==> config.mk <==
export PLATFORM = sky130hd
export DESIGN_NAME = dual_inverter_enable_sequencer_core
export DESIGN_NICKNAME = d
export VERILOG_FILES = /design/src/hdl/dies_pkg.sv /design/src/hdl/dies_front.sv /design/src/hdl/dies_queue.sv /design/src/hdl/dies_back.sv /design/src/hdl/dual_inverter_enable_sequencer_core.sv
export SDC_FILE = /design/constraint.sdc
export NUM_CORES = 1
export LEC_CHECK = 0
export BUFFER_PORTS_ARGS = -buffer_cell sky130_fd_sc_hd__buf_2
export CORE_MARGIN = 2
export CORE_UTILIZATION = 42
export DETAILED_ROUTE_END_ITERATION = 8
export PLACE_DENSITY = 0.73
export SKIP_LAST_GASP = 1
export SLEW_MARGIN = 40
export SYNTH_ARGS = -nofsm -noshare
export SYNTH_HDL_FRONTEND = slang
export SYNTH_SLANG_ARGS = --single-unit
==> constraint.sdc <==
create_clock -name clock -period 5 [get_ports clock]
set_input_delay 0.5 -clock clock [delete_from_list [all_inputs] [get_ports clock]]
set_output_delay 0.5 -clock clock [all_outputs]
set_load 0.02 [all_outputs]
==> src/hdl/dies_pkg.sv <==
// ----------------------------------------------------------------------------
// dies_pkg
// Shared types and constants of the dual inverter enable sequencer.
// ----------------------------------------------------------------------------
`timescale 1ns / 1ps
`default_nettype none

package dies_pkg;

   localparam int IdWidth    = 11;
   localparam int ByteWidth  = 8;
   localparam int WordWidth  = 16;
   localparam int CsrIdxWidth = 3;

   localparam int QueueDepth = 4;
   localparam int QueuePtrWidth = $clog2(QueueDepth);
   localparam int QueueCntWidth = $clog2(QueueDepth + 1);

   localparam logic [1:0] OP_FRAME = 2'd0;
   localparam logic [1:0] OP_STEP  = 2'd1;
   localparam logic [1:0] OP_TICK  = 2'd2;

   localparam logic [IdWidth-1:0] ID_STATUS_ONE = 11'h283;
   localparam logic [IdWidth-1:0] ID_STATUS_TWO = 11'h284;
   localparam logic [IdWidth-1:0] ID_HEARD_ONE  = 11'h285;
   localparam logic [IdWidth-1:0] ID_HEARD_TWO  = 11'h286;

   localparam logic [ByteWidth-1:0] BIT_READY   = 8'h01;
   localparam logic [ByteWidth-1:0] BIT_FAULT   = 8'h02;
   localparam logic [ByteWidth-1:0] BIT_ACK_DC  = 8'h08;
   localparam logic [ByteWidth-1:0] BIT_DC_ON   = 8'h10;
   localparam logic [ByteWidth-1:0] BIT_ACK_INV = 8'h20;
   localparam logic [ByteWidth-1:0] BIT_INV_ON  = 8'h40;

   localparam logic [ByteWidth-1:0] CMD_ERR_RESET = 8'h08;
   localparam logic [ByteWidth-1:0] CMD_DC_ON     = 8'h02;
   localparam logic [ByteWidth-1:0] CMD_ENA_INV   = 8'h05;

   localparam logic [CsrIdxWidth-1:0] CSR_FIRST_ID    = 3'd0;
   localparam logic [CsrIdxWidth-1:0] CSR_SECOND_ID   = 3'd1;
   localparam logic [CsrIdxWidth-1:0] CSR_FIRST_SPEED = 3'd2;
   localparam logic [CsrIdxWidth-1:0] CSR_SECOND_SPEED = 3'd3;
   localparam logic [CsrIdxWidth-1:0] CSR_TORQUE_POS  = 3'd4;
   localparam logic [CsrIdxWidth-1:0] CSR_TORQUE_NEG  = 3'd5;

   typedef enum logic [10:0] {
      ST_RESET_ERR  = 11'b000_0000_0001,
      ST_WAIT_READY = 11'b000_0000_0010,
      ST_SET_DC     = 11'b000_0000_0100,
      ST_WAIT_DC    = 11'b000_0000_1000,
      ST_ACK_DC     = 11'b000_0001_0000,
      ST_CLEAR_PTS  = 11'b000_0010_0000,
      ST_SET_ENA    = 11'b000_0100_0000,
      ST_WAIT_INV   = 11'b000_1000_0000,
      ST_ACK_INV    = 11'b001_0000_0000,
      ST_RUN        = 11'b010_0000_0000,
      ST_ERROR      = 11'b100_0000_0000
   } seq_state_type;

   typedef struct packed {
      logic [ByteWidth-1:0] control_byte;
      logic                 loaded;
   } tick_type;

endpackage

`default_nettype wire

==> src/hdl/dies_front.sv <==
// ----------------------------------------------------------------------------
// dies_front
// Accepts requests, tracks inverter status, runs the start-up sequence and
// hands one record per tick to the transmit queue.
// ----------------------------------------------------------------------------
`timescale 1ns / 1ps
`default_nettype none

module dies_front (
   input  wire logic                          clock,
   input  wire logic                          reset,
   input  wire logic                          req_fire,
   input  wire logic [1:0]                    req_opcode,
   input  wire logic [dies_pkg::IdWidth-1:0]  req_rx_frame_id,
   input  wire logic [dies_pkg::ByteWidth-1:0] req_status_byte,
   output      logic                          push,
   output      dies_pkg::tick_type            push_data
);

   dies_pkg::seq_state_type state_ff, state_in, step_state;
   logic [dies_pkg::ByteWidth-1:0] first_status_ff, first_status_in;
   logic [dies_pkg::ByteWidth-1:0] second_status_ff, second_status_in;
   logic first_heard_ff, first_heard_in;
   logic second_heard_ff, second_heard_in;
   logic [dies_pkg::ByteWidth-1:0] command_ff, command_in, step_command;
   logic loaded_ff, loaded_in, step_loaded;
   logic fault;

   function automatic logic both_have(input logic [7:0] a, input logic [7:0] b,
                                      input logic [7:0] mask);
      both_have = ((a & mask) != 8'd0) && ((b & mask) != 8'd0);
   endfunction

   assign fault = ((first_status_ff | second_status_ff) & dies_pkg::BIT_FAULT) != 8'd0;

   always_comb begin
      step_state   = state_ff;
      step_command = command_ff;
      step_loaded  = loaded_ff;
      case (state_ff)
         dies_pkg::ST_RESET_ERR: begin
            step_command = dies_pkg::CMD_ERR_RESET;
            step_loaded  = 1'b0;
            if (first_heard_ff && second_heard_ff && !fault) begin
               step_state = dies_pkg::ST_WAIT_READY;
            end
         end
         dies_pkg::ST_WAIT_READY: begin
            if (both_have(first_status_ff, second_status_ff, dies_pkg::BIT_READY)) begin
               step_state = dies_pkg::ST_SET_DC;
            end
         end
         dies_pkg::ST_SET_DC: begin
            step_command = dies_pkg::CMD_DC_ON;
            step_state   = dies_pkg::ST_WAIT_DC;
         end
         dies_pkg::ST_WAIT_DC: begin
            step_state = both_have(first_status_ff, second_status_ff, dies_pkg::BIT_DC_ON) ?
                         dies_pkg::ST_ACK_DC : dies_pkg::ST_SET_DC;
         end
         dies_pkg::ST_ACK_DC: begin
            step_state = both_have(first_status_ff, second_status_ff, dies_pkg::BIT_ACK_DC) ?
                         dies_pkg::ST_CLEAR_PTS : dies_pkg::ST_WAIT_DC;
         end
         dies_pkg::ST_CLEAR_PTS: begin
            step_state = dies_pkg::ST_SET_ENA;
         end
         dies_pkg::ST_SET_ENA: begin
            step_command = command_ff | dies_pkg::CMD_ENA_INV;
            step_state   = dies_pkg::ST_WAIT_INV;
         end
         dies_pkg::ST_WAIT_INV: begin
            step_state = both_have(first_status_ff, second_status_ff, dies_pkg::BIT_INV_ON) ?
                         dies_pkg::ST_ACK_INV : dies_pkg::ST_SET_ENA;
         end
         dies_pkg::ST_ACK_INV: begin
            step_state = both_have(first_status_ff, second_status_ff, dies_pkg::BIT_ACK_INV) ?
                         dies_pkg::ST_RUN : dies_pkg::ST_WAIT_INV;
         end
         dies_pkg::ST_ERROR: begin
            step_state = dies_pkg::ST_RESET_ERR;
         end
         default: begin
            step_state = state_ff;
         end
      endcase
      // force error on a fault, except in reset and run
      if (fault && step_state != dies_pkg::ST_RESET_ERR && step_state != dies_pkg::ST_RUN) begin
         step_state = dies_pkg::ST_ERROR;
      end
   end

   always_comb begin
      state_in         = state_ff;
      first_status_in  = first_status_ff;
      second_status_in = second_status_ff;
      first_heard_in   = first_heard_ff;
      second_heard_in  = second_heard_ff;
      command_in       = command_ff;
      loaded_in        = loaded_ff;
      push             = 1'b0;
      if (req_fire) begin
         case (req_opcode)
            dies_pkg::OP_FRAME: begin
               case (req_rx_frame_id)
                  dies_pkg::ID_STATUS_ONE: begin
                     first_heard_in  = 1'b1;
                     first_status_in = req_status_byte;
                  end
                  dies_pkg::ID_HEARD_ONE: begin
                     first_heard_in = 1'b1;
                  end
                  dies_pkg::ID_STATUS_TWO: begin
                     second_heard_in  = 1'b1;
                     second_status_in = req_status_byte;
                  end
                  dies_pkg::ID_HEARD_TWO: begin
                     second_heard_in = 1'b1;
                  end
                  default: begin
                  end
               endcase
            end
            dies_pkg::OP_STEP: begin
               state_in   = step_state;
               command_in = step_command;
               loaded_in  = step_loaded;
            end
            dies_pkg::OP_TICK: begin
               loaded_in = loaded_ff | (state_ff == dies_pkg::ST_RUN);
               push      = 1'b1;
            end
            default: begin
            end
         endcase
      end
   end

   assign push_data.control_byte = command_ff;
   assign push_data.loaded       = loaded_in;

   always_ff @(posedge clock) begin
      if (reset) begin
         state_ff         <= dies_pkg::ST_RESET_ERR;
         first_status_ff  <= '0;
         second_status_ff <= '0;
         first_heard_ff   <= 1'b0;
         second_heard_ff  <= 1'b0;
         command_ff       <= '0;
         loaded_ff        <= 1'b0;
      end else begin
         state_ff         <= state_in;
         first_status_ff  <= first_status_in;
         second_status_ff <= second_status_in;
         first_heard_ff   <= first_heard_in;
         second_heard_ff  <= second_heard_in;
         command_ff       <= command_in;
         loaded_ff        <= loaded_in;
      end
   end

endmodule

`default_nettype wire

==> src/hdl/dies_queue.sv <==
// ----------------------------------------------------------------------------
// dies_queue
// Short first-in first-out queue of tick records between front and back.
// ----------------------------------------------------------------------------
`timescale 1ns / 1ps
`default_nettype none

module dies_queue (
   input  wire logic               clock,
   input  wire logic               reset,
   input  wire logic               push,
   input  wire dies_pkg::tick_type push_data,
   input  wire logic               pop,
   output      dies_pkg::tick_type pop_data,
   output      logic               full,
   output      logic               empty
);

   dies_pkg::tick_type entry_ff [dies_pkg::QueueDepth];
   logic [dies_pkg::QueuePtrWidth-1:0] head_ff, head_in, tail_ff, tail_in;
   logic [dies_pkg::QueueCntWidth-1:0] count_ff, count_in;

   assign full     = count_ff == dies_pkg::QueueCntWidth'(dies_pkg::QueueDepth);
   assign empty    = count_ff == '0;
   assign pop_data = entry_ff[head_ff];

   always_comb begin
      head_in  = head_ff;
      tail_in  = tail_ff;
      count_in = count_ff;
      if (push) begin
         tail_in = tail_ff + dies_pkg::QueuePtrWidth'(1);
      end
      if (pop) begin
         head_in = head_ff + dies_pkg::QueuePtrWidth'(1);
      end
      if (push && !pop) begin
         count_in = count_ff + dies_pkg::QueueCntWidth'(1);
      end else if (pop && !push) begin
         count_in = count_ff - dies_pkg::QueueCntWidth'(1);
      end
   end

   always_ff @(posedge clock) begin
      if (push) begin
         entry_ff[tail_ff] <= push_data;
      end
   end

   always_ff @(posedge clock) begin
      if (reset) begin
         head_ff  <= '0;
         tail_ff  <= '0;
         count_ff <= '0;
      end else begin
         head_ff  <= head_in;
         tail_ff  <= tail_in;
         count_ff <= count_in;
      end
   end

endmodule

`default_nettype wire

==> src/hdl/dies_back.sv <==
// ----------------------------------------------------------------------------
// dies_back
// Holds the command registers and turns each tick record into two command
// frames through a registered response stage.
// ----------------------------------------------------------------------------
`timescale 1ns / 1ps
`default_nettype none

module dies_back (
   input  wire logic                              clock,
   input  wire logic                              reset,
   input  wire logic                              csr_write_enable,
   input  wire logic [dies_pkg::CsrIdxWidth-1:0]  csr_index,
   input  wire logic [dies_pkg::WordWidth-1:0]    csr_write_data,
   input  wire dies_pkg::tick_type                pop_data,
   input  wire logic                              empty,
   output      logic                              pop,
   output      logic                              rsp_valid,
   input  wire logic                              rsp_stall,
   output      logic [dies_pkg::IdWidth-1:0]      rsp_tx_frame_id,
   output      logic [dies_pkg::ByteWidth-1:0]    rsp_control_byte,
   output      logic signed [dies_pkg::WordWidth-1:0] rsp_speed_word,
   output      logic signed [dies_pkg::WordWidth-1:0] rsp_torque_pos_word,
   output      logic signed [dies_pkg::WordWidth-1:0] rsp_torque_neg_word,
   output      logic                              rsp_last
);

   logic [dies_pkg::IdWidth-1:0]   first_id_ff, second_id_ff;
   logic [dies_pkg::WordWidth-1:0] first_speed_ff, second_speed_ff;
   logic [dies_pkg::WordWidth-1:0] torque_pos_ff, torque_neg_ff;

   dies_pkg::tick_type held_ff, held_in;
   logic second_pend_ff, second_pend_in;
   logic valid_ff, valid_in;
   logic [dies_pkg::IdWidth-1:0]   id_ff, id_in;
   logic [dies_pkg::ByteWidth-1:0] ctrl_ff, ctrl_in;
   logic [dies_pkg::WordWidth-1:0] speed_ff, speed_in, tpos_ff, tpos_in, tneg_ff, tneg_in;
   logic last_ff, last_in;
   logic slot_free;

   always_ff @(posedge clock) begin
      if (reset) begin
         first_id_ff     <= 11'h300;
         second_id_ff    <= 11'h400;
         first_speed_ff  <= 16'd20;
         second_speed_ff <= 16'd300;
         torque_pos_ff   <= 16'd1000;
         torque_neg_ff   <= 16'hFC18;
      end else if (csr_write_enable) begin
         case (csr_index)
            dies_pkg::CSR_FIRST_ID:     first_id_ff     <= csr_write_data[dies_pkg::IdWidth-1:0];
            dies_pkg::CSR_SECOND_ID:    second_id_ff    <= csr_write_data[dies_pkg::IdWidth-1:0];
            dies_pkg::CSR_FIRST_SPEED:  first_speed_ff  <= csr_write_data;
            dies_pkg::CSR_SECOND_SPEED: second_speed_ff <= csr_write_data;
            dies_pkg::CSR_TORQUE_POS:   torque_pos_ff   <= csr_write_data;
            dies_pkg::CSR_TORQUE_NEG:   torque_neg_ff   <= csr_write_data;
            default: begin
            end
         endcase
      end
   end

   assign slot_free = !valid_ff || !rsp_stall;

   always_comb begin
      held_in        = held_ff;
      second_pend_in = second_pend_ff;
      valid_in       = valid_ff;
      id_in          = id_ff;
      ctrl_in        = ctrl_ff;
      speed_in       = speed_ff;
      tpos_in        = tpos_ff;
      tneg_in        = tneg_ff;
      last_in        = last_ff;
      pop            = 1'b0;
      if (slot_free) begin
         if (second_pend_ff) begin
            valid_in       = 1'b1;
            second_pend_in = 1'b0;
            id_in          = second_id_ff;
            ctrl_in        = held_ff.control_byte;
            speed_in       = held_ff.loaded ? second_speed_ff : '0;
            tpos_in        = held_ff.loaded ? torque_pos_ff : '0;
            tneg_in        = held_ff.loaded ? torque_neg_ff : '0;
            last_in        = 1'b1;
         end else if (!empty) begin
            pop            = 1'b1;
            valid_in       = 1'b1;
            second_pend_in = 1'b1;
            held_in        = pop_data;
            id_in          = first_id_ff;
            ctrl_in        = pop_data.control_byte;
            speed_in       = pop_data.loaded ? first_speed_ff : '0;
            tpos_in        = pop_data.loaded ? torque_pos_ff : '0;
            tneg_in        = pop_data.loaded ? torque_neg_ff : '0;
            last_in        = 1'b0;
         end else begin
            valid_in = 1'b0;
         end
      end
   end

   always_ff @(posedge clock) begin
      if (reset) begin
         valid_ff       <= 1'b0;
         second_pend_ff <= 1'b0;
      end else begin
         valid_ff       <= valid_in;
         second_pend_ff <= second_pend_in;
      end
   end

   always_ff @(posedge clock) begin
      held_ff  <= held_in;
      id_ff    <= id_in;
      ctrl_ff  <= ctrl_in;
      speed_ff <= speed_in;
      tpos_ff  <= tpos_in;
      tneg_ff  <= tneg_in;
      last_ff  <= last_in;
   end

   assign rsp_valid           = valid_ff;
   assign rsp_tx_frame_id     = id_ff;
   assign rsp_control_byte    = ctrl_ff;
   assign rsp_speed_word      = speed_ff;
   assign rsp_torque_pos_word = tpos_ff;
   assign rsp_torque_neg_word = tneg_ff;
   assign rsp_last            = last_ff;

endmodule

`default_nettype wire

==> src/hdl/dual_inverter_enable_sequencer_core.sv <==
// ----------------------------------------------------------------------------
// dual_inverter_enable_sequencer_core
// Start-up sequencer for two inverters: status tracking and sequence in the
// front, command frame output in the back, a tick queue in between.
//
//   channel   direction  handshake             payload
//   req       in         req_valid/req_stall   opcode, rx_frame_id, status_byte
//   rsp       out        rsp_valid/rsp_stall   tx_frame_id .. last, two per tick
//   csr       in         csr_write_enable      csr_index, csr_write_data
//
// One request per cycle is accepted unless req_stall is high; a tick yields two responses.
// The output stage sets the sustained rate: one response per cycle while rsp_stall is low.
// Only a tick stalls, and only while the four-entry tick queue is full.
// Reset is synchronous and restores the register defaults.
// ----------------------------------------------------------------------------
`timescale 1ns / 1ps
`default_nettype none

module dual_inverter_enable_sequencer_core (
   input  wire logic                              clock,
   input  wire logic                              reset,
   input  wire logic                              req_valid,
   output      logic                              req_stall,
   input  wire logic [1:0]                        req_opcode,
   input  wire logic [dies_pkg::IdWidth-1:0]      req_rx_frame_id,
   input  wire logic [dies_pkg::ByteWidth-1:0]    req_status_byte,
   output      logic                              rsp_valid,
   input  wire logic                              rsp_stall,
   output      logic [dies_pkg::IdWidth-1:0]      rsp_tx_frame_id,
   output      logic [dies_pkg::ByteWidth-1:0]    rsp_control_byte,
   output      logic signed [dies_pkg::WordWidth-1:0] rsp_speed_word,
   output      logic signed [dies_pkg::WordWidth-1:0] rsp_torque_pos_word,
   output      logic signed [dies_pkg::WordWidth-1:0] rsp_torque_neg_word,
   output      logic                              rsp_last,
   input  wire logic                              csr_write_enable,
   input  wire logic [dies_pkg::CsrIdxWidth-1:0]  csr_index,
   input  wire logic [dies_pkg::WordWidth-1:0]    csr_write_data
);

   logic req_fire, push, pop, full, empty;
   dies_pkg::tick_type push_data, pop_data;

   assign req_stall = full && (req_opcode == dies_pkg::OP_TICK);
   assign req_fire  = req_valid && !req_stall;

   dies_front u_front (
      .clock           (clock),
      .reset           (reset),
      .req_fire        (req_fire),
      .req_opcode      (req_opcode),
      .req_rx_frame_id (req_rx_frame_id),
      .req_status_byte (req_status_byte),
      .push            (push),
      .push_data       (push_data)
   );

   dies_queue u_queue (
      .clock     (clock),
      .reset     (reset),
      .push      (push),
      .push_data (push_data),
      .pop       (pop),
      .pop_data  (pop_data),
      .full      (full),
      .empty     (empty)
   );

   dies_back u_back (
      .clock               (clock),
      .reset               (reset),
      .csr_write_enable    (csr_write_enable),
      .csr_index           (csr_index),
      .csr_write_data      (csr_write_data),
      .pop_data            (pop_data),
      .empty               (empty),
      .pop                 (pop),
      .rsp_valid           (rsp_valid),
      .rsp_stall           (rsp_stall),
      .rsp_tx_frame_id     (rsp_tx_frame_id),
      .rsp_control_byte    (rsp_control_byte),
      .rsp_speed_word      (rsp_speed_word),
      .rsp_torque_pos_word (rsp_torque_pos_word),
      .rsp_torque_neg_word (rsp_torque_neg_word),
      .rsp_last            (rsp_last)
   );

endmodule

`default_nettype wire
## Word-level counts from Yosys, hierarchy flattened

Memories as Yosys holds them, arrays and structs flattened. A register that Yosys moved wholly into a read port is not among the register bits.
Index checks and enable logic that the tools add are counted.
W data, S select, Z words.

- Flip-flop bits (word level): 208
- Bits in writable memories: 36
- Output and inout port bits: 70
- Logic and storage cells: 147
- Memories kept: 1

Memory list:

| memory | words | bits a word | rd ports | clocked after memory_dff | wr ports | line | RTL |
|---|---|---|---|---|---|---|---|
| u_queue.entry_ff | 4 | 9 | 1 | 1 | 1 | dies_queue.sv:19 | `dies_pkg::tick_type entry_ff [dies_pkg::QueueDepth];` |

- Add/sub/neg operators: 4
- Equality and inequality tests: 26
- Muxes and demuxes: 41
- Bitwise gates (word level): 5
- Reduce and logical (&&, ||, !) cells: 43

Operator list:

| operator | count |
|---|---|
| $mux W16 | 12 |
| $pmux W11 S10 | 1 |
| $eq A11 B10 Y1 const B | 5 |
| $mux W11 | 5 |
| $pmux W8 S3 | 1 |
| $reduce_and A3 Y1 | 6 |
| $mux W8 | 2 |
| $reduce_and A2 Y1 | 8 |
| $logic_and A1 B1 Y1 | 13 |
| $eq A11 B1 Y1 const B | 1 |
| $eq A11 B11 Y1 const B | 1 |
| $eq A11 B2 Y1 const B | 1 |
| $eq A11 B3 Y1 const B | 1 |
| $eq A11 B4 Y1 const B | 1 |
| $eq A11 B5 Y1 const B | 1 |
| $eq A11 B6 Y1 const B | 1 |
| $eq A11 B7 Y1 const B | 1 |
| $eq A11 B8 Y1 const B | 1 |
| $eq A11 B9 Y1 const B | 1 |
| $mux W1 | 11 |
| $ne A11 B1 Y1 const B | 1 |
| $ne A11 B10 Y1 const B | 1 |
| $mux W10 | 1 |
| $eq A3 B3 Y1 const B | 3 |
| other kinds (25) | 39 |

## Logic depth before layout (Yosys ltp)

Gate-level depths: netlist of the first run.

- Word-level depth: 9
- Depth in mapped cells: 13
- Depth with buffers taken out: 11

## By module

Synthesis of the first run repeated with hierarchy kept, for this count alone.

- Cell total of the unflattened synthesis: 820
- Area total of the unflattened synthesis: 10103.4 µm²

Modules (own cells, without submodules):

| module | times used | cells an instance | area each (µm²) |
|---|---|---|---|
| dies_back | 1 | 486 | 6422.4 |
| dies_front | 1 | 240 | 1936.9 |
| dies_queue | 1 | 91 | 1729.2 |
| dual_inverter_enable_sequencer_core | 1 | 3 | 15.0 |

## Worst setup path after synthesis of the first run

No wires, ideal clock.

- Path type: register to register
- From: register u_back.second_pend_ff
- To: register u_back.ctrl_ff, in the netlist u_back.rsp_control_byte[1], enable pin
- Setup time: 0.505 ns
- Data arrival time: 3.784 ns
- Required time: 4.495 ns
- Path slack: 0.712 ns
- Cell stages (with the launch flop): 4
- Period minus slack after synthesis: 4.288 ns
- Path through: dfxtp_1 clkbuf_1 nor4_1 a21oi_1

- Longest elaborated chain between the ends: 2

RTL lines:

| element | line | RTL |
|---|---|---|
| start, declared | dies_back.sv:33 | `logic second_pend_ff, second_pend_in;` |
| start signal, assigned | dies_back.sv:109 | `second_pend_ff <= second_pend_in;` |
| $ne A2 B2 Y1 (no source line) | n/a |  |
| $reduce_and A2 Y1 (no source line) | n/a |  |
| end signal, assigned | dies_back.sv:116 | `ctrl_ff <= ctrl_in;` |
| end, declared | dies_back.sv:36 | `logic [dies_pkg::ByteWidth-1:0] ctrl_ff, ctrl_in;` |

Every way passes these cells.
A chain may end at the register's enable or synchronous reset.

## Worst setup path after layout of the first run

- From: register u_front.state_ff[4]
- To: register u_front.state_ff[3]

- Longest elaborated chain between the ends: 6
- Elaborated cells on any way between the ends: 18
- Classes of those cells: 12 x eq/ne; 4 x mux; 2 x reduce/logical

RTL lines:

| element | line | RTL |
|---|---|---|
| start, declared | dies_front.sv:20 | `dies_pkg::seq_state_type state_ff, state_in, step_state;` |
| start signal, assigned | dies_front.sv:144 | `state_ff <= dies_pkg::ST_RESET_ERR;` |
| start signal, assigned | dies_front.sv:152 | `state_ff <= state_in;` |
| $eq A11 B11 Y1 (tied with other cells) | dies_front.sv:40 | `case (state_ff)` |
| $pmux W11 S10 * | dies_front.sv:40 |  |
| $ne A11 B1 Y1 | dies_front.sv:88 | `if (fault && step_state != dies_pkg::ST_RESET_ERR && step_state != dies_pkg::ST_RUN) begin` |
| $logic_and A1 B1 Y1 (2 in series) | dies_front.sv:88 |  |
| $mux W11 * | dies_front.sv:88 |  |

Every way passes the cells marked *; elsewhere a longest branch is shown, timed or not.

==> flow_summary.yaml, run 1 <==
floorplan:
  die-area_mm2: 0.0210
  die_height_um: 145
  rows: 51
  io_pins: 115
  die_width_um: 145
  initial_utilization: 0.429
  coreArea_mm2: 0.0195
logic_synthesis:
  synth-seq-cells: 209
  yosysUniqueCellTypes: 59
  netlist.top_cell.by_area: "dfxtp_1"
  netlist_top_cells_area: "dfxtp_1 (30%), edfxtp_1 (30%), nand2_1 (8.7%)"
  yosys_warnings: 0
  synth.top_cells.by_count: "nand2_1 (193), dfxtp_1 (126), edfxtp_1 (83)"
  syn_area_per_cell_um2: 10.2
  flip_flop_cell_with_the_highest_count_after_synthesis: "dfxtp_1"
  synth_most_common_cell: "nand2_1"
  mappedNetlistArea_mm2: 0.00834
  postSynth.asyncResetShare: 0
  post_synth_edffs: 83
  synth_top_area_share: 0.302
  seq_area_frac_synth: 0.601
  netlist_instances: 815
clocking:
  post_cts_resized: 0
  worst_setup_hold_path_clk_slew_ns: 0.06
  cts_hold_repair.buffers: 0
  clock-root-buffer: "clkbuf_16"
  cts_tree: "built"
  cts_inserted_buffers: 22
  post-cts-setup-buffers: 0
  tritoncts_num_sinks: 209
  cts_htree_levels: 1
  clock_insertion_delay_worst_skew_ns: 0.51
  cts.path.max_buffers: 3
sta:
  final.min_clock_period_ns: 2.89
  fmax_ghz: 0.346
  max_slew.worst_pin.slew_ns: 0.814
  period_share: 0.579
  timing.setup.tns_ns: 0
  grt_setup_unrepaired: "no"
  timing_max_transition_violations_final: 0
  hold_violations: 0
  holdWs_ns: 0.250
  fin_clk_skew_ns: 0.0203
  setup_violations: 0
  worst_slew_margin_rel: 0.457
final_layout:
  layout-drive-gt1-share: 0.194
  final-instance-count-excl-fill: 1181
  final_net_count: 954
  final_util: 0.501
  antenna_cells_inserted: 0
  area.sequential_mm2: 0.00501
  area.growth.synth_to_final_pct: 17.0
  multiInputGateArea_mm2: 0.00309
  total_of_fill_cells_in_the_finished_design: 1727
setup_path:
  cp_max_fo: 12
  path_class: "reg -> reg"
  cp_data_required_time_ns: 5.35
  cp-end-kind: "flop"
  setup.worst_path.start_class: "flop"
  timing.critical_path.arrival_ns: 3.24
drt:
  route.final.wire_length_mm: 18.0
  wire_per_inst_um: 15.2
  drc_errors: 0
  drt_pre_antenna_iters: 5
  ant_nets: 0
  drt-initial-drc-count: 592
  via_per_inst: 5.16
  dr_total_vias: 6098
global_route:
  grt.total_usage: 0.165
  antenna_found_initial: 0
  grt_max_degree: 94
  vias_in_the_first_global_route: 5433
  gr-total-overflow: 0
  grt_first_pass_wirelength_mm: 28.4
power:
  power_density_mw_per_mm2: 530
  report.power.total_w: 0.00517
  ir_worst_vdd_uv: 222
  total_leakage_power_nw: 3.77
outcome:
  status: "finished clean"
placed_design:
  place.detailed.hpwl_mm: 11.7
  gp_congestion: 0.847
  placement.io_buffers: 108
  numPlacedInstances: 1141
worst_hold_path:
  timing.hold.worst.class: "in -> reg"
job:
  max_cap_viol_count: 0
==> path summary, 6_finish.rpt <==
kind / start / to / slack, ns / cells past startpoint
max: u_front.state_ff[4]$_SDFFE_PP0P_ / u_front.state_ff[3]$_SDFFE_PP0P_ / 2.11 / 7
min: req_status_byte[0] / u_front.first_status_ff[0]$_SDFFE_PP0P_ / 0.25 / 3
max reg2reg: u_front.state_ff[4]$_SDFFE_PP0P_ / u_front.state_ff[3]$_SDFFE_PP0P_ / 2.11 / 7
min reg2reg: u_back.torque_neg_ff[9]$_SDFFE_PP0P_ / u_back.torque_neg_ff[9]$_SDFFE_PP0P_ / 0.45 / 2
==> cells in the final DEF, fill, tap and decap left out, types with 3 or more instances in the layout <==
| master | Yosys | layout |
|---|---|---|
| nand2_1 | 193 | 193 |
| dfxtp_1 | 126 | 126 |
| buf_2 | 3 | 108 |
| edfxtp_1 | 83 | 83 |
| a21oi_1 | 78 | 77 |
| nor2_1 | 43 | 41 |
| nor2b_1 | 37 | 37 |
| nand3_1 | 31 | 31 |
| clkbuf_16 | 0 | 22 |
| a22o_1 | 16 | 16 |
| mux2i_1 | 15 | 15 |
| mux2_2 | 14 | 14 |
| nor3_1 | 10 | 10 |
| and3_1 | 10 | 10 |
| inv_1 | 8 | 8 |
| nor4_1 | 8 | 8 |
| ha_1 | 8 | 8 |
| and2_1 | 6 | 6 |
| xor2_1 | 6 | 6 |
| clkinv_2 | 0 | 6 |
| o21ai_0 | 5 | 5 |
| mux4_2 | 4 | 4 |
| nand2b_1 | 4 | 4 |
| or3_1 | 4 | 4 |
| clkinv_1 | 1 | 4 |
| nor4b_1 | 4 | 4 |
| xnor2_1 | 4 | 4 |
| a211oi_1 | 4 | 4 |
| conb_1 | 1 | 4 |
| buf_4 | 5 | 4 |
| or4_4 | 3 | 3 |
| nand4_1 | 3 | 3 |
==> flip-flops by register name, summed over array words and instances (netlist names), 4 cells and up, named ones only <==
signal and flops:
u_back.second_speed_ff 16, u_back.first_id_ff 11, u_back.held_ff 4, u_back.rsp_speed_word 16
u_front.first_status_ff 6, u_back.rsp_torque_pos_word 16, u_back.rsp_tx_frame_id 11, u_queue.entry_ff 16
u_front.state_ff 11, u_back.second_id_ff 11, u_back.torque_pos_ff 16, u_back.torque_neg_ff 16
u_back.first_speed_ff 16, u_front.second_status_ff 6, u_back.rsp_torque_neg_word 16
==> where the power goes <==
group | internal, W | total, W | leakage (nW) | switching [W]
clock | 0.000927 | 0.00158 | 0.344 | 0.000650
sequential | 0.00225 | 0.00236 | 1.86 | 0.000112
combinational | 0.000367 | 0.00124 | 1.57 | 0.000871
==> cell families (layout without fill, tap and decap cells) <==
kind of cell | after synthesis | after routing | synth area share
simple gates | 367 | 367 | 0.204
fa+ha+maj | 9 | 9 | 0.0144
xor+xnor | 10 | 10 | 0.0105
buf+inv | 64 | 162 | 0.0333
compound gates | 122 | 122 | 0.0888
mux | 33 | 33 | 0.0477
flops | 209 | 209 | 0.601
other cells | 1 | 4 | 0.000450
==> worst max-delay path: stages, from the launching register on <==
cell       delay, ns
dfxtp_1         0.44
or4_4           0.59
or4_4           0.52
a21oi_2         0.14
a2111oi_0       0.08
a31o_1          0.25
o21ai_1         0.58
nor3_1          0.14
==> metrics by stage <==
stage	cell area, um^2	worst slack, ns
final	9760	2.11
after global routing	9760	1.89
after CTS	9760	2.16
after detailed placement	9050	1.68
after global placement	9030	1.74
after floorplan	8350	0.712
==> cell type report <==
cell class | instances | share of cell area
inverters | 9 | 0.00346
flip-flops and latches | 209 | 0.514
repair buffers | 113 | 0.0596
well taps | 265 | 0.0340
multi-input cells | 545 | 0.316
clock inverters | 15 | 0.0141
clock buffers | 25 | 0.0586
==> per-layer routing <==
metal  wire length [um]  vias to the layer above  GRT usage  share of wire
met5                  0                        -          0              0
met1               8010                     2849      0.233           0.45
met4                532                        0     0.0545          0.030
met3               1200                       38     0.0283          0.067
li1                   -                     2980          -              -
met2               8220                      231      0.258           0.46
(Power assumes the default switching activity.)
==> run 2, diff against run 1 <==
- PLACE_DENSITY: 0.73 -> 0.76
- clock period: 5 -> 2.6 ns (I/O delays scaled with it)
==> run 2 against run 1 <==
  * Non-clock buffer count grew 23
  * Final area increased by 1.7%
  * Sequential power is 93% higher
  * Critical path depth stayed put
  * Utilization is 0.85 points higher
  * Sequential cell count did not move
  * Cell count increased by 1.9%
  * Global-route usage is 0.90 points higher
  * Clock skew grew 0.0034 ns
  * Critical path type unchanged
  * Largest cell class unchanged
==> flow_summary.yaml, run 2 (synthesis gave the netlist of run 1 again) <==
outcome:
  status: "finished clean"
clocking:
  cts.path.max_buffers: 3
  cts_inserted_buffers: 22
  clock_insertion_delay_worst_skew_ns: 0.51
  cts_htree_levels: 1
  tritoncts_num_sinks: 209
  post-cts-setup-buffers: 0
  worst_setup_hold_path_clk_slew_ns: 0.05
  clock-root-buffer: "clkbuf_16"
  cts_hold_repair.buffers: 0
  cts_tree: "built"
global_route:
  grt_max_degree: 64
  gr-total-overflow: 0
  use_met3: 0.0318
  antenna_found_initial: 0
  grt.total_usage: 0.174
  vias_in_the_first_global_route: 5731
  grt_first_pass_wirelength_mm: 29.8
  grt_most_used_layer: "met2"
  globalRouteMet2Util: 0.287
  global_route.usage.met1: 0.228
drt:
  dr_total_vias: 6157
  drc_errors: 0
  via_per_inst: 5.11
  drt_pre_antenna_iters: 5
  wire_per_inst_um: 15.6
  drt-initial-drc-count: 329
  ant_nets: 0
  route.final.wire_length_mm: 18.7
setup_path:
  worstRegToRegCells: 7
  r2r_setup_slack_ns: 0.11
  cp-end-kind: "flop"
  delay_contributed_by_the_slowest_stage_of_the_critical_path_ns: 0.56
  path_class: "reg -> reg"
  cp_data_required_time_ns: 2.98
  rr_endpoint: "u_front.state_ff[0]$_SDFFE_PP1P_"
  critPathLaunch: "u_front.state_ff[0]$_SDFFE_PP1P_"
  cp_top_family: "simple AND/OR/NAND/NOR gates"
  critical_path.reg2reg.startpoint: "u_front.state_ff[0]$_SDFFE_PP1P_"
  timing.critical_path.arrival_ns: 2.87
  critical_path_buf_inv_count: 0
  crit_chain: "or4_4 > or3_4 > a21boi_2 > o211ai_1 > a31o_1 > or2_1 > a311o_1"
  cp_max_fo: 5
  setup.worst_path.start_class: "flop"
  cp_slowest_cell: "or4_4"
sta:
  fin_clk_skew_ns: 0.0237
  period_share: 0.958
  final.min_clock_period_ns: 2.49
  timing.setup.tns_ns: 0
  hold_violations: 0
  fmax_ghz: 0.401
  timing_max_transition_violations_final: 0
  grt_setup_unrepaired: "no"
  setup_violations: 0
  holdWs_ns: 0.0203
  worst_slew_margin_rel: 0.469
  max_slew.worst_pin.slew_ns: 0.797
floorplan:
  die_width_um: 145
  coreArea_mm2: 0.0195
  initial_utilization: 0.429
  rows: 51
  die_height_um: 145
  io_pins: 115
  die-area_mm2: 0.0210
final_layout:
  final_cell_mix: "nand2_1 (193), dfxtp_1 (126), buf_2 (108)"
  mostFrequentLayoutCell: "nand2_1"
  final_net_count: 977
  final-instance-count-excl-fill: 1204
  area.growth.synth_to_final_pct: 19.0
  antenna_cells_inserted: 0
  layout-drive-gt1-share: 0.209
  finalInstanceArea_mm2: 0.00992
  total_of_fill_cells_in_the_finished_design: 1770
power:
  report.power.total_w: 0.00992
  power_density_mw_per_mm2: 1000
  switching_power_total_w: 0.00314
  ir_worst_vdd_uv: 555
  internal-power_w: 0.00678
  power_frac_seq: 0.458
  power_frac_clock: 0.296
  total_leakage_power_nw: 3.88
  power.share.switching: 0.316
  power.share.combinational: 0.246
worst_hold_path:
  timing.hold.worst.class: "in -> reg"
  worstHoldStart: "req_status_byte[0]"
  worstHoldEndpoint: "u_front.second_status_ff[0]$_SDFFE_PP0P_"
  worst_hold_path.num_cells: 3
placed_design:
  gp_congestion: 0.869
  placed_area_mm2: 0.00923
  numPlacedInstances: 1164
  placement.io_buffers: 108
  place.detailed.hpwl_mm: 12.5
job:
  max_cap_viol_count: 0
run 2: changes by cell type in the layout (fill, tap and decap cells not counted), sizes merged:
cell	previous run	this run
buf	113	136
bufinv	2	1
clkinv	11	9
clkinvlp	3	0
clkbuf	25	31
run 2: worst reg2reg max path, stage by stage (launching register included):
cell and delay [ns]:
dfxtp_1 0.34, or4_4 0.56, or3_4 0.38, a21boi_2 0.19
o211ai_1 0.13, a31o_1 0.24, or2_1 0.22, a311o_1 0.31
run 2: layout make-up:
type / count / area (um^2) / area share
Inverter: 9 / 33.8 / 0.00340
Sequential cell: 209 / 5010 / 0.505
Timing Repair Buffer: 136 / 763 / 0.0769
Multi-Input combinational cell: 545 / 3100 / 0.312
Tap cell: 265 / 332 / 0.0334
Clock buffer: 31 / 604 / 0.0609
Clock inverter: 9 / 76.3 / 0.00769
run 2: repair_timing:
action / 4_1_cts / 5_1_grt
endpoints found under the hold margin: 0 / 0
setup endpoints to repair: 0 / 3
resized for setup: 0 / 2
run 2: through the flow:
stage               utilization  worst slack, ns
floorplan                     -           0.0108
global placement          0.474            0.169
detailed placement        0.474            0.101
CTS                       0.509            0.143
global route              0.510         0.000955
finish                    0.510            0.108
run 2: worst max-delay path by stage:
stage,to,slack [ns],cells after the start
CTS,u_front.state_ff[0]$_SDFFE_PP1P_,0.14,7
global route,u_front.state_ff[0]$_SDFFE_PP1P_,0.001,7
detailed placement,u_queue.count_ff[2]$_SDFFE_PP0P_,0.10,12
global placement,u_queue.count_ff[2]$_SDFFE_PP0P_,0.17,12
floorplan,u_queue.count_ff[2]$_SDFFE_PP0P_,0.01,13
finish,u_front.state_ff[0]$_SDFFE_PP1P_,0.11,7
run 2: power groups by stage:
stage / Sequential (W) / Combinational [W] / Clock (W)
2_1_floorplan: 0.00527 / 0.000940 / 0
3_3_place_gp: 0.00461 / 0.00243 / 0
3_5_place_dp: 0.00462 / 0.00245 / 0
4_1_cts: 0.00456 / 0.00247 / 0.00298
5_1_grt: 0.00463 / 0.00261 / 0.00312
6_report: 0.00455 / 0.00244 / 0.00293
run 2: layer usage:
| layer | wire length, um | up-vias |
|---|---|---|
| li1 | - | 3024 |
| met1 | 8010 | 2906 |
| met2 | 8820 | 189 |
| met3 | 1190 | 38 |
| met4 | 727 | 0 |
| met5 | 0 | - |
==> run 3, diff against run 2 <==
- PLACE_DENSITY: 0.76 -> 0.75
- SYNTH_HIERARCHICAL: unset -> 1
==> run 3 against run 2 <==
  * Final area grew 23%
  * Clock skew shrank 0.017 ns
  * Power grew 15%
  * Combinational power grew 20%
  * Critical path type unchanged
  * Critical endpoint is now u_front/state_ff[9]$_SDFFE_PP0P_
  * Largest cell class unchanged
==> flow_summary.yaml, run 3 <==
outcome:
  status: "finished clean"
floorplan:
  coreArea_mm2: 0.0235
  io_pins: 115
  initial_utilization: 0.429
  die_width_um: 159
  rows: 56
  die-area_mm2: 0.0253
  die_height_um: 159
drt:
  wire_per_inst_um: 16.2
  drt_pre_antenna_iters: 5
  via_per_inst: 4.99
  drc_errors: 0
  dr_total_vias: 6546
  ant_nets: 0
  route.final.wire_length_mm: 21.2
  drt-initial-drc-count: 400
power:
  total_leakage_power_nw: 4.95
  ir_worst_vdd_uv: 590
  power_density_mw_per_mm2: 933
placed_design:
  placement.io_buffers: 112
  place.detailed.hpwl_mm: 14.6
  placed_area_mm2: 0.0113
  gp_congestion: 0.840
sta:
  max_slew.worst_pin.slew_ns: 0.742
  fin_clk_skew_ns: 0.00711
  fmax_ghz: 0.387
  grt_setup_unrepaired: "yes"
  timing_max_transition_violations_final: 0
  hold_violations: 0
  setup_violations: 0
  period_share: 0.993
  worst_slew_margin_rel: 0.502
  final.min_clock_period_ns: 2.58
job:
  max_cap_viol_count: 0
clocking:
  cts_htree_levels: 1
  clock-root-buffer: "clkbuf_16"
  cts_inserted_buffers: 25
  clock_insertion_delay_worst_skew_ns: 0.52
  cts_tree: "built"
  cts.path.max_buffers: 3
  tritoncts_num_sinks: 239
  worst_setup_hold_path_clk_slew_ns: 0.06
global_route:
  grt.total_usage: 0.165
  grt_max_degree: 69
  gr-total-overflow: 0
  grt_first_pass_wirelength_mm: 34.1
  vias_in_the_first_global_route: 6399
  antenna_found_initial: 0
setup_path:
  crit_chain: "or4_4 > or3_4 > o211ai_4 > o21ba_2 > o211ai_2 > o31a_4 > a2111oi_4"
  critical_path_buf_inv_count: 0
  r2r_setup_slack_ns: 0.02
  path_class: "reg -> reg"
  setup.worst_path.start_class: "flop"
  worstRegToRegCells: 7
  delay_contributed_by_the_slowest_stage_of_the_critical_path_ns: 0.55
  cp_max_fo: 6
  critical_path.reg2reg.startpoint: "u_front/state_ff[0]$_SDFFE_PP1P_"
  cp-end-kind: "flop"
  cp_slowest_cell: "or4_4"
  rr_endpoint: "u_front/state_ff[9]$_SDFFE_PP0P_"
  cp_data_required_time_ns: 3.03
  cp_top_family: "compound AO/OA/AOI/OAI gates"
  timing.critical_path.arrival_ns: 3.01
logic_synthesis:
  synth.top_cells.by_count: "dfxtp_1 (126), edfxtp_1 (113), mux2i_1 (102)"
  postSynth.asyncResetShare: 0
  mappedNetlistArea_mm2: 0.0101
  synth-seq-cells: 239
  yosysUniqueCellTypes: 68
  yosys_warnings: 6
  synth_top_area_share: 0.336
  post_synth_edffs: 113
  seq_area_frac_synth: 0.586
  syn_area_per_cell_um2: 12.3
  flip_flop_cell_with_the_highest_count_after_synthesis: "dfxtp_1"
  netlist_top_cells_area: "edfxtp_1 (34%), dfxtp_1 (25%), mux2i_1 (10%)"
  netlist_instances: 820
  netlist.top_cell.by_area: "edfxtp_1"
  synth_most_common_cell: "dfxtp_1"
final_layout:
  total_of_fill_cells_in_the_finished_design: 2022
  final_cell_mix: "dfxtp_1 (123), edfxtp_1 (113), buf_2 (111)"
  layout-drive-gt1-share: 0.276
  antenna_cells_inserted: 0
  largest_register: "u_queue/entry_ff"
  final_util: 0.519
  area.growth.synth_to_final_pct: 20.9
  largest_register_ffs: 36
  final_net_count: 1028
  finalInstanceArea_mm2: 0.0122
  mostFrequentLayoutCell: "dfxtp_1"
worst_hold_path:
  timing.hold.worst.class: "in -> reg"
  worst_hold_path.num_cells: 3
  worstHoldStart: "req_status_byte[4]"
  worstHoldEndpoint: "u_front/first_status_ff[4]$_SDFFE_PP0P_"
-- run 3: cell types whose count changed after synthesis, moves of 12 or more --
| cell | delta |
|---|---|
| edfxtp_1 | +30 |
| clkbuf_1 | -13 |
| a21oi_1 | -62 |
| nor2_1 | +34 |
| mux2i_1 | +87 |
| nand2b_1 | +76 |
| nand3_1 | -23 |
| buf_2 | +12 |
| nand2_1 | -167 |
-- run 3: metal layers --
layer | routed length, um | part of all wire | GRT usage | vias up
li1 | - | - | - | 3226
met3 | 1060 | 0.050 | 0.0271 | 27
met2 | 9830 | 0.46 | 0.271 | 161
met1 | 10000 | 0.47 | 0.231 | 3132
met4 | 333 | 0.016 | 0.0376 | 0
met5 | 0 | 0 | 0 | -
-- run 3: area by class of cell --
type	count	area [um^2]	area share
clock buffer	35	673	0.0551
multi-input combinational	515	3970	0.325
clock inverter	11	78.8	0.00645
sequential	239	5920	0.485
tap	319	399	0.0327
inverter	10	37.5	0.00307
timing repair buffer	183	1140	0.0930
-- run 3: cell families (layout without fill, tap and decap cells) --
kind of cell | after synthesis | after routing | synth area share
AO/OA/AOI/OAI | 74 | 74 | 0.0571
XOR/XNOR | 11 | 11 | 0.00954
adder cells (fa/ha/maj) | 9 | 9 | 0.0119
buffers and inverters | 69 | 239 | 0.0332
flip-flops | 239 | 239 | 0.586
multiplexers | 130 | 130 | 0.142
other | 1 | 4 | 0.000371
AND/OR/NAND/NOR | 287 | 287 | 0.160
-- run 3: power breakdown --
group          leakage, nW  internal (W)  switching [W]  total, W
clock                0.365       0.00183        0.00145   0.00328
sequential            2.14       0.00498       0.000225   0.00521
combinational         2.45      0.000970        0.00195   0.00292
-- run 3: how the worst max path moves through the flow --
stage | end | cells after the start | startpoint
2_1_floorplan | u_front/state_ff[9]$_SDFFE_PP0P_ | 9 | u_front/state_ff[0]$_SDFFE_PP1P_
3_3_place_gp | u_front/state_ff[8]$_SDFFE_PP0P_ | 8 | u_front/state_ff[0]$_SDFFE_PP1P_
3_5_place_dp | u_front/state_ff[8]$_SDFFE_PP0P_ | 8 | u_front/state_ff[0]$_SDFFE_PP1P_
4_1_cts | u_front/state_ff[8]$_SDFFE_PP0P_ | 8 | u_front/state_ff[0]$_SDFFE_PP1P_
5_1_grt | u_front/state_ff[3]$_SDFFE_PP0P_ | 7 | u_front/state_ff[0]$_SDFFE_PP1P_
6_report | u_front/state_ff[9]$_SDFFE_PP0P_ | 7 | u_front/state_ff[0]$_SDFFE_PP1P_
-- run 3: repair_timing --
action / CTS / global route
buffers inserted: 0 / 1
hold buffers: 6 / 0
resized for setup: 2 / 20
hold endpoints to repair: 9 / 0
setup endpoints to repair: 8 / 10
pin swaps: 1 / 3
-- run 3: worst reg2reg max path: stages (launching register included) --
cell and delay, ns:
dfxtp_4 0.36, or4_4 0.55, or3_4 0.36, o211ai_4 0.19, o21ba_2 0.16, o211ai_2 0.11
o31a_4 0.44, a2111oi_4 0.32
-- run 3: metrics by stage --
stage / setup TNS (ns) / total power [W] / hold slack [ns] / std cells / worst slack (ns)
2_1_floorplan: 0 / 0.00720 / 0.405 / 823 / 0.0741
3_3_place_gp: -0.0295 / 0.00818 / 0.438 / 1259 / -0.0117
3_5_place_dp: -0.348 / 0.00822 / 0.435 / 1259 / -0.0747
4_1_cts: 0 / 0.0115 / 0.00292 / 1311 / 0.00524
5_1_grt: -0.155 / 0.0119 / 0.0185 / 1312 / -0.0368
6_report: 0 / 0.0114 / 0.0115 / 1312 / 0.0187
